File: config.mk
export PLATFORM = sky130hd
export DESIGN_NAME = cpio_newc_stream_parser
export DESIGN_NICKNAME = d
export VERILOG_FILES = /design/src/rtl/core/cpio_pkg.sv /design/src/rtl/core/cpio_newc_stream_parser.sv /design/src/rtl/core/cpio_hex.sv
export SDC_FILE = /design/constraint.sdc
export NUM_CORES = 1
export LEC_CHECK = 0
export BUFFER_PORTS_ARGS = -buffer_cell sky130_fd_sc_hd__buf_2
export CAP_MARGIN = 30
export CORE_AREA = 2 2 246 248
export DETAILED_ROUTE_END_ITERATION = 8
export DIE_AREA = 0 0 248 250
export SYNTH_ARGS = -nofsm -noshare
export SYNTH_HDL_FRONTEND = slang
export SYNTH_HIERARCHICAL = 1
export SYNTH_SLANG_ARGS = --single-unit
File: constraint.sdc
create_clock -name clock -period 8.3 [get_ports clock]
set_input_delay 1.66 -clock clock [delete_from_list [all_inputs] [get_ports clock]]
set_output_delay 1.66 -clock clock [all_outputs]
set_load 0.005 [all_outputs]
File: src/rtl/core/cpio_pkg.sv
// Package for the newc archive stream parser: phase, result kind, status and
// name class codes. No dependencies.
`timescale 1ns / 1ps

package cpio_pkg;

   typedef enum logic [2:0] {
      PH_HEADER       = 3'd0,
      PH_NAME         = 3'd1,
      PH_NPAD_NORMAL  = 3'd2,
      PH_NPAD_DOT     = 3'd3,
      PH_NPAD_TRAILER = 3'd4,
      PH_DATA         = 3'd5,
      PH_DPAD         = 3'd6,
      PH_SEARCH       = 3'd7
   } phase_type;

   localparam logic [2:0] KIND_HEADER   = 3'd0;
   localparam logic [2:0] KIND_NAME     = 3'd1;
   localparam logic [2:0] KIND_NAME_END = 3'd2;
   localparam logic [2:0] KIND_DATA     = 3'd3;
   localparam logic [2:0] KIND_STATUS   = 3'd4;

   localparam logic [2:0] ST_OK         = 3'd0;
   localparam logic [2:0] ST_TOO_SHORT  = 3'd1;
   localparam logic [2:0] ST_BAD_MAGIC  = 3'd2;
   localparam logic [2:0] ST_BAD_FIELD  = 3'd3;
   localparam logic [2:0] ST_NAME_OVER  = 3'd4;
   localparam logic [2:0] ST_DATA_OVER  = 3'd5;

   localparam logic [1:0] CLS_NORMAL  = 2'd0;
   localparam logic [1:0] CLS_DOT     = 2'd1;
   localparam logic [1:0] CLS_DOTDOT  = 2'd2;
   localparam logic [1:0] CLS_TRAILER = 2'd3;

   localparam logic [6:0] HDR_LEN   = 7'd110;
   localparam logic [6:0] OFF_MODE  = 7'd14;
   localparam logic [6:0] OFF_FSIZE = 7'd54;
   localparam logic [6:0] OFF_NSIZE = 7'd94;
   localparam logic [47:0] MAGIC_070701 = 48'h303730373031;

   function automatic logic [7:0] trailer_char(input logic [3:0] i);
      logic [7:0] c;
      unique case (i)
         4'd0: c = 8'h54;
         4'd1: c = 8'h52;
         4'd2: c = 8'h41;
         4'd3: c = 8'h49;
         4'd4: c = 8'h4C;
         4'd5: c = 8'h45;
         4'd6: c = 8'h52;
         default: c = 8'h21;
      endcase
      return c;
   endfunction

   typedef struct packed {
      logic       ok;
      logic [3:0] value;
   } hex_type;

endpackage

File: src/rtl/core/cpio_newc_stream_parser.sv
// newc archive stream parser: one request per cycle; where a request yields a
// result, it is in the output register in the next cycle. A request is taken
// as long as that register is free or being drained in the same cycle, so
// throughput is one byte per cycle then; all state is running registers.
// Synchronous reset returns to header phase; the end request also resets.
`timescale 1ns / 1ps

module cpio_newc_stream_parser import cpio_pkg::*; (
   input  logic        clock,
   input  logic        reset,
   input  logic        req_valid,
   output logic        req_ready,
   input  logic        req_op,
   input  logic [7:0]  req_byte_in,
   output logic        rsp_valid,
   input  logic        rsp_ready,
   output logic [2:0]  rsp_kind,
   output logic [31:0] rsp_file_mode,
   output logic [31:0] rsp_file_size,
   output logic [31:0] rsp_name_size,
   output logic [7:0]  rsp_value,
   output logic [1:0]  rsp_name_class,
   output logic        rsp_last_data,
   output logic [2:0]  rsp_status
);

   phase_type   phase_ff, phase_in;
   logic [6:0]  hoff_ff, hoff_in;
   logic [31:0] total_ff, total_in;
   logic [31:0] mode_ff, mode_in, size_ff, size_in, nlen_ff, nlen_in;
   logic [31:0] rem_ff, rem_in;
   logic [2:0]  match_ff, match_in;
   logic [47:0] win_ff, win_in;
   logic [2:0]  perr_ff, perr_in;
   logic        halt_ff, halt_in;

   logic        ov_ff, ov_in;
   logic [2:0]  kind_ff, kind_in;
   logic [7:0]  val_ff, val_in;
   logic [1:0]  cls_ff, cls_in;
   logic        last_ff, last_in;
   logic [2:0]  st_ff, st_in;

   hex_type     digit;
   logic        take, emit, aligned;
   logic [31:0] idx, len, rem_dec;
   logic [1:0]  cls;
   logic [2:0]  fin;

   cpio_hex u_hex (.char_in(req_byte_in), .digit(digit));

   assign req_ready = !ov_ff || rsp_ready;
   assign take      = req_valid && req_ready;

   always_comb begin
      if (total_ff < 32'(HDR_LEN))                       fin = ST_TOO_SHORT;
      else if (halt_ff)                                  fin = perr_ff;
      else if (phase_ff == PH_NAME)                      fin = ST_NAME_OVER;
      else if (phase_ff == PH_NPAD_NORMAL || phase_ff == PH_DATA) fin = ST_DATA_OVER;
      else                                               fin = ST_OK;
   end

   always_comb begin
      phase_in = phase_ff; hoff_in = hoff_ff; total_in = total_ff;
      mode_in = mode_ff; size_in = size_ff; nlen_in = nlen_ff; rem_in = rem_ff;
      match_in = match_ff; win_in = win_ff; perr_in = perr_ff; halt_in = halt_ff;
      emit = 1'b0; kind_in = kind_ff; val_in = 8'd0; cls_in = CLS_NORMAL;
      last_in = 1'b0; st_in = ST_OK;
      idx = nlen_ff - rem_ff;
      len = nlen_ff - 32'd1;
      rem_dec = rem_ff - 32'd1;
      cls = CLS_NORMAL;
      aligned = 1'b0;
      if (take && req_op) begin
         emit = 1'b1; kind_in = KIND_STATUS; st_in = fin;
         phase_in = PH_HEADER; hoff_in = 7'd0; total_in = 32'd0;
         mode_in = 32'd0; size_in = 32'd0; nlen_in = 32'd0; rem_in = 32'd0;
         match_in = 3'b111; win_in = 48'd0; perr_in = ST_OK; halt_in = 1'b0;
      end else if (take) begin
         total_in = (total_ff == 32'hFFFF_FFFF) ? 32'd128 : total_ff + 32'd1;
         aligned  = (total_in[1:0] == 2'd0);
         if (!halt_ff) begin
            unique case (phase_ff)
               PH_HEADER: begin
                  if (hoff_ff < 7'd5) begin
                     if (req_byte_in != ((hoff_ff[0]) ? 8'h37 : 8'h30) && perr_ff == ST_OK)
                        perr_in = ST_BAD_MAGIC;
                  end else if (hoff_ff == 7'd5) begin
                     if (req_byte_in != 8'h31 && req_byte_in != 8'h32 && perr_ff == ST_OK)
                        perr_in = ST_BAD_MAGIC;
                  end else if ((hoff_ff >= OFF_MODE && hoff_ff < OFF_MODE + 7'd8) ||
                               (hoff_ff >= OFF_FSIZE && hoff_ff < OFF_FSIZE + 7'd8) ||
                               (hoff_ff >= OFF_NSIZE && hoff_ff < OFF_NSIZE + 7'd8)) begin
                     if (!digit.ok) begin
                        if (perr_ff == ST_OK) perr_in = ST_BAD_FIELD;
                     end else if (hoff_ff < OFF_MODE + 7'd8) begin
                        mode_in = {mode_ff[27:0], digit.value};
                     end else if (hoff_ff < OFF_FSIZE + 7'd8) begin
                        size_in = {size_ff[27:0], digit.value};
                     end else begin
                        nlen_in = {nlen_ff[27:0], digit.value};
                     end
                  end
                  hoff_in = hoff_ff + 7'd1;
                  if (hoff_ff + 7'd1 >= HDR_LEN) begin
                     hoff_in = 7'd0;
                     if (perr_in != ST_OK) begin
                        halt_in = 1'b1;
                     end else if (nlen_in == 32'd0) begin
                        perr_in = ST_NAME_OVER; halt_in = 1'b1;
                     end else begin
                        phase_in = PH_NAME; rem_in = nlen_in; match_in = 3'b111;
                        emit = 1'b1; kind_in = KIND_HEADER;
                     end
                  end
               end
               PH_NAME: begin
                  if (rem_ff > 32'd1) begin
                     if (!(idx == 32'd0 && req_byte_in == 8'h2E)) match_in[0] = 1'b0;
                     if (!(idx < 32'd2 && req_byte_in == 8'h2E)) match_in[1] = 1'b0;
                     if (!(idx < 32'd10 && req_byte_in == trailer_char(idx[3:0])))
                        match_in[2] = 1'b0;
                     rem_in = rem_dec;
                     emit = 1'b1; kind_in = KIND_NAME; val_in = req_byte_in;
                  end else begin
                     if (match_ff[2] && len == 32'd10)     cls = CLS_TRAILER;
                     else if (match_ff[1] && len == 32'd2) cls = CLS_DOTDOT;
                     else if (match_ff[0] && len == 32'd1) cls = CLS_DOT;
                     rem_in = 32'd0;
                     emit = 1'b1; kind_in = KIND_NAME_END; cls_in = cls;
                     if (!aligned) begin
                        phase_in = (cls == CLS_NORMAL) ? PH_NPAD_NORMAL :
                                   (cls == CLS_TRAILER) ? PH_NPAD_TRAILER : PH_NPAD_DOT;
                     end else if (cls == CLS_NORMAL) begin
                        if (size_ff == 32'd0) begin
                           phase_in = PH_HEADER; hoff_in = 7'd0; perr_in = ST_OK;
                        end else begin
                           phase_in = PH_DATA; rem_in = size_ff;
                        end
                     end else if (cls == CLS_TRAILER) begin
                        phase_in = PH_SEARCH; hoff_in = 7'd0; win_in = 48'd0;
                     end else begin
                        phase_in = PH_HEADER; hoff_in = 7'd0; perr_in = ST_OK;
                     end
                  end
               end
               PH_NPAD_NORMAL: begin
                  if (aligned) begin
                     if (size_ff == 32'd0) begin
                        phase_in = PH_HEADER; hoff_in = 7'd0; perr_in = ST_OK;
                     end else begin
                        phase_in = PH_DATA; rem_in = size_ff;
                     end
                  end
               end
               PH_NPAD_DOT, PH_DPAD: begin
                  if (aligned) begin
                     phase_in = PH_HEADER; hoff_in = 7'd0; perr_in = ST_OK;
                  end
               end
               PH_NPAD_TRAILER: begin
                  if (aligned) begin
                     phase_in = PH_SEARCH; hoff_in = 7'd0; win_in = 48'd0;
                  end
               end
               PH_DATA: begin
                  rem_in = rem_dec;
                  emit = 1'b1; kind_in = KIND_DATA; val_in = req_byte_in;
                  if (rem_dec == 32'd0) begin
                     last_in = 1'b1;
                     if (aligned) begin
                        phase_in = PH_HEADER; hoff_in = 7'd0; perr_in = ST_OK;
                     end else begin
                        phase_in = PH_DPAD;
                     end
                  end
               end
               PH_SEARCH: begin
                  win_in = {win_ff[39:0], req_byte_in};
                  if (hoff_ff < 7'd6) hoff_in = hoff_ff + 7'd1;
                  if (hoff_in >= 7'd6 && win_in == MAGIC_070701) begin
                     phase_in = PH_HEADER; hoff_in = 7'd6; perr_in = ST_OK;
                  end
               end
               default: ;
            endcase
         end
      end
      ov_in = emit ? 1'b1 : (rsp_ready ? 1'b0 : ov_ff);
   end

   always_ff @(posedge clock) begin
      if (reset) begin
         phase_ff <= PH_HEADER; hoff_ff <= 7'd0; total_ff <= 32'd0;
         mode_ff <= 32'd0; size_ff <= 32'd0; nlen_ff <= 32'd0; rem_ff <= 32'd0;
         match_ff <= 3'b111; win_ff <= 48'd0; perr_ff <= ST_OK; halt_ff <= 1'b0;
         ov_ff <= 1'b0;
      end else begin
         phase_ff <= phase_in; hoff_ff <= hoff_in; total_ff <= total_in;
         mode_ff <= mode_in; size_ff <= size_in; nlen_ff <= nlen_in; rem_ff <= rem_in;
         match_ff <= match_in; win_ff <= win_in; perr_ff <= perr_in; halt_ff <= halt_in;
         ov_ff <= ov_in;
      end
   end

   logic [31:0] omode_ff, osize_ff, onlen_ff;

   always_ff @(posedge clock) begin
      if (emit) begin
         kind_ff <= kind_in; val_ff <= val_in; cls_ff <= cls_in;
         last_ff <= last_in; st_ff <= st_in;
         omode_ff <= (kind_in == KIND_HEADER) ? mode_in : 32'd0;
         osize_ff <= (kind_in == KIND_HEADER) ? size_in : 32'd0;
         onlen_ff <= (kind_in == KIND_HEADER) ? nlen_in : 32'd0;
      end
   end

   assign rsp_valid      = ov_ff;
   assign rsp_kind       = kind_ff;
   assign rsp_file_mode  = omode_ff;
   assign rsp_file_size  = osize_ff;
   assign rsp_name_size  = onlen_ff;
   assign rsp_value      = val_ff;
   assign rsp_name_class = cls_ff;
   assign rsp_last_data  = last_ff;
   assign rsp_status     = st_ff;

endmodule

File: src/rtl/core/cpio_hex.sv
// Hex digit decoder for header fields.
// Depends on cpio_pkg.
`timescale 1ns / 1ps

module cpio_hex import cpio_pkg::*; (
   input  logic [7:0] char_in,
   output hex_type    digit
);

   always_comb begin
      digit = '{ok: 1'b0, value: 4'd0};
      if (char_in >= 8'h30 && char_in <= 8'h39) begin
         digit = '{ok: 1'b1, value: 4'(char_in - 8'h30)};
      end else if (char_in >= 8'h61 && char_in <= 8'h66) begin
         digit = '{ok: 1'b1, value: 4'(char_in - 8'h57)};
      end else if (char_in >= 8'h41 && char_in <= 8'h46) begin
         digit = '{ok: 1'b1, value: 4'(char_in - 8'h37)};
      end
   end

endmodule
Word level (Yosys, flattened, before mapping):

Cells that the tools add are included.

* logic and storage cells: 315
* output and inout bits: 115
* ROM bits: 0
* register bits after elaboration: 331
* memories: 0
* bits in latches: 0
* input bits: 13
* memory bits (writable): 0

* $lt $le $gt $ge: 20
* $mul: 0
* divide/modulo/power cells: 0
* muxes and demuxes: 160
* $add $sub $neg: 8
* reduce and logical (&&, ||, !) cells: 56
* bitwise gates (word level): 5
* equal/unequal tests: 43
* shifts and indexed selects: 0

Operator list (count)
* two-way mux 32 bit: 43
* two-way mux 40 bit: 5
* two-way mux 3 bit: 52
* zero test 32 bit: 4
* case mux 32 bit (4 select lines): 1
* case mux 40 bit (3 select lines): 1
* two-way mux 7 bit: 14
* case mux 7 bit (6 select lines): 2
* subtractor 32 x 1 -> 32 bit (second input constant): 2
* equality test 48 x 46 -> 1 bit (second input constant): 1
* two-way mux 8 bit: 6
* AND reduction 8 bit: 5
* adder 32 x 1 -> 32 bit (second input constant): 1
* equality test 32 x 1 -> 1 bit (second input constant): 1
* equality test 32 x 2 -> 1 bit (second input constant): 1
* equality test 32 bit (second input constant): 1
* equality test 32 x 4 -> 1 bit (second input constant): 1
* greater-than comparator 32 x 1 -> 1 bit (second input constant): 1
* less-than comparator 32 x 2 -> 1 bit (second input constant): 1
* less-than comparator 32 x 4 -> 1 bit (second input constant): 1
* less-than comparator 32 x 7 -> 1 bit (second input constant): 1
* subtractor 32 bit: 1
* inequality test 2 bit (second input constant): 12
* case mux 3 bit (7 select lines): 1
* 55 further kinds: 133

Logic depth before layout (Yosys ltp):

* depth in word-level cells: 24
* depth in mapped cells: 15
* mapped depth without buffers: 13

Modules after synthesis:

Netlist, hierarchy kept.

Modules (own cells, without submodules)
* cpio_newc_stream_parser: seq. area each 7757.4 sq um, cells each 1938, instances 1, area each 17430.5 sq um
* cpio_hex: seq. area each 0.0 sq um, cells each 25, instances 1, area each 216.5 sq um

Worst setup path after synthesis:

OpenSTA, ideal clock, no wires.

* path kind: input-to-reg
* from: in req_byte_in[1]
* to: reg omode_ff[0] (netlist: rsp_file_mode[0]), enable pin
* stages on the path: 11
* arrival time: 6.002 ns
* required time: 7.824 ns
* slack: 1.822 ns
* path through: inv_1 -> ha_1 -> inv_1 -> o311ai_2 -> nand2_1 -> nand3_1 -> mux2i_1 -> o31ai_1 -> o41ai_1 -> nand2_1 -> nand2_1

RTL lines
* start, declared: RTL line cpio_newc_stream_parser.sv:14 `input logic [7:0] req_byte_in,`
* end signal, assigned: RTL line cpio_newc_stream_parser.sv:212 `omode_ff <= (kind_in == KIND_HEADER) ? mode_in : 32'd0;`
* end, declared: RTL line cpio_newc_stream_parser.sv:206 `logic [31:0] omode_ff, osize_ff, onlen_ff;`

==> flow_summary.ini <==
[pwr]
pwr_density_cell_nw_per_um2 = 170
leakage_uw = 0.00779
ir_drop_uv = 98.7

[synthesis]
synth_top_cell_area_share = 0.247
ys_top_cells_by_area = dfxtp_1 (25%), edfxtp_1 (19%), mux2i_1 (7.3%)
synth_area_sq_um = 17600
ys_async_sr_fraction = 0
synth_cells = 1963
synth-main-ff-cell = dfxtp_1
ys_seq_area_frac = 0.440
ys_types = 91
synth_nets = 2018
yosysMostFrequentCell = nor2_1
synth-seq-cells = 331
syn_area_per_cell_sq_um = 8.99
synth_edf_count = 113
ys_top_cells_by_count = nor2_1 (334), dfxtp_1 (218), a21oi_1 (131)
yosys.area.top_type = dfxtp_1
yosys_warnings = 6

[placement]
hpwlAfterDp_um = 39500
gp_congestion = 0.926
portBuffers = 127
placed_area_sq_um = 19000

[timing]
worst_clock_skew_ns = 0.0228
hold_viol_final = 0
whs_ns = 0.474
drv_slew = 0
finalSetupTns_ns = 0
relSlewSlack = 0.396
max_freq_mhz = 171
worstMarginPinSlew_ns = 0.903
finalCritPeriodShare = 0.705
rsz0062_at_grt = no
fin_crit_ns = 5.86
setup-violations-final = 0

[grt]
antenna_found_initial = 0
grt_pass1_wl_um = 83400
grt_pass1_vias = 14400
globalRouteOverflowTotal = 0
grt_max_degree = 75
grtUsageTotal = 0.169

[die]
die_h_um = 250
dieArea_sq_um = 62000
ios = 128
die-width_um = 248
initial_core_util = 0.296
core_area_sq_um = 59600
rows = 90

[routing]
route.detailed.drc = 0
wire_per_inst_um = 19.0
totalWireLength_um = 53800
routed-via-count = 15200
firstDrtPassIters = 5
drt_iter0_markers = 1373
ant_nets = 0
avgViaCountPerCell = 5.34

[finish]
fin_nets = 2084
design_area_sq_um = 20300
diodes = 0
synthToLayoutAreaGrowth_pct = 14.9
drive_gt1_frac = 0.119

[worst_setup_path]
cp_slowest_cell = nand3_4
cpPeakStageDelay_ns = 0.70
crit_path_max_fanout = 67
worstSetupPathType = input pin to register
cp.required_ns = 8.68
start_kind = input pin
worstPathCellList = buf_2 -> inv_1 -> ha_1 -> inv_1 -> o311ai_2 -> nand2_1 -> nand3_1 -> buf_4 -> mux2i_1 -> o31ai_1 -> o41ai_1 -> nand2_1 -> o31ai_1 -> nand3_4 -> buf_4 -> nor2_1
endpoint_kind = register
r2r_slack_ns = 3.62
crit_arrival_ns = 6.23

[job]
drv_cap = 0

[clock_network]
clock_sinks = 331
htreeDepth = 2
cts_hold_buf = 0
clkLatencyLatePin_ns = 0.55
cts_buffers = 36
cts_tree = yes
cts_root_buffer = clkbuf_16
ctsResizeCount = 0
cts_setup_buffers = 0
ctsLongestPathBuffers = 3
cts.clk_slew.worst_paths_ns = 0.06

[hold_path]
worstHoldPathType = register to register

[status]
status = complete, no violations
sequential cells by signal (all words and copies together), names as in the netlist, 7 cells and up:
signal,count
hoff_ff,7
mode_ff,32
nlen_ff,32
rem_ff,32
rsp_file_mode,32
rsp_file_size,32
rsp_name_size,32
rsp_value,8
size_ff,32
total_ff,32
win_ff,40
cells by family (layout without fill, tap and decap cells):
family	count (synthesis)	count (layout)	synth area share
muxes	131	131	0.0744
AOI/OAI and AO/OA	448	448	0.168
adders and majority gates	43	43	0.0308
buffers and inverters	182	275	0.0415
xor gates and xnor gates	76	76	0.0377
and+or+nand+nor	752	752	0.208
DFF	331	331	0.440
power breakdown:
group,leakage (uW),total [uW],switching (uW),internal (uW)
clock,0.000583,1620,685,939
sequential,0.00285,1710,12.2,1690
combinational,0.00436,120,85.5,34.2
total,0.00779,3450,783,2670
final timing paths:
path,startpoint,to,cells after the start
setup / recovery,req_byte_in[0],rsp_file_size[15]$_SDFFCE_PP0P_,16
hold / removal,win_ff[36]$_SDFFE_PP0P_,win_ff[36]$_SDFFE_PP0P_,1
setup reg to reg,hoff_ff[0]$_SDFFE_PP0P_,rsp_file_size[15]$_SDFFCE_PP0P_,12
hold reg to reg,win_ff[36]$_SDFFE_PP0P_,win_ff[36]$_SDFFE_PP0P_,1
layout make-up:
type	count	area, sq um
clock inverters	14	149
repair buffers	146	878
fillers	6072	39300
flip-flops and latches	331	7760
inverters	64	240
clock buffers	51	1060
multi-input cells	1450	9200
well taps	782	978
worst max-delay path: cells and delay by family:
kind / cells / cell delay [ns]
fa+ha+maj: 1 / 0.21
simple gates: 5 / 1.46
compound gates: 4 / 1.27
mux: 1 / 0.26
buf+inv: 5 / 1.29
stage by stage:
stage          worst slack (ns)  instances  utilization  power [uW]
2_1_floorplan              1.82       1963            -        1810
3_3_place_gp               2.12       2767        0.317        1860
3_5_place_dp               1.92       2771        0.319        1860
4_1_cts                    2.47       2836        0.339        3490
5_1_grt                    2.02       2838        0.340        3570
6_report                   2.44       2838        0.340        3450
placed cells by master (no fill, tap or decap), types with 54 or more instances in the layout:
master | netlist | routed
nor2_1 | 334 | 333
dfxtp_1 | 218 | 218
a21oi_1 | 131 | 130
mux2i_1 | 129 | 129
buf_2 | 16 | 127
edfxtp_1 | 113 | 113
nand2_1 | 106 | 105
o21ai_0 | 72 | 72
inv_1 | 63 | 63
xnor2_1 | 54 | 54
per-layer routing:
metal  global-route usage  up-vias  wire length, um  share of wire
met3               0.0280      109             3020          0.056
li1                     -     7293                -              -
met2                0.267      443            24100           0.45
met1                0.229     7324            24500           0.46
met4               0.0693        0             2140          0.040
met5                    0        -                0              0
No activity file was read; power rests on OpenSTA's default activity.
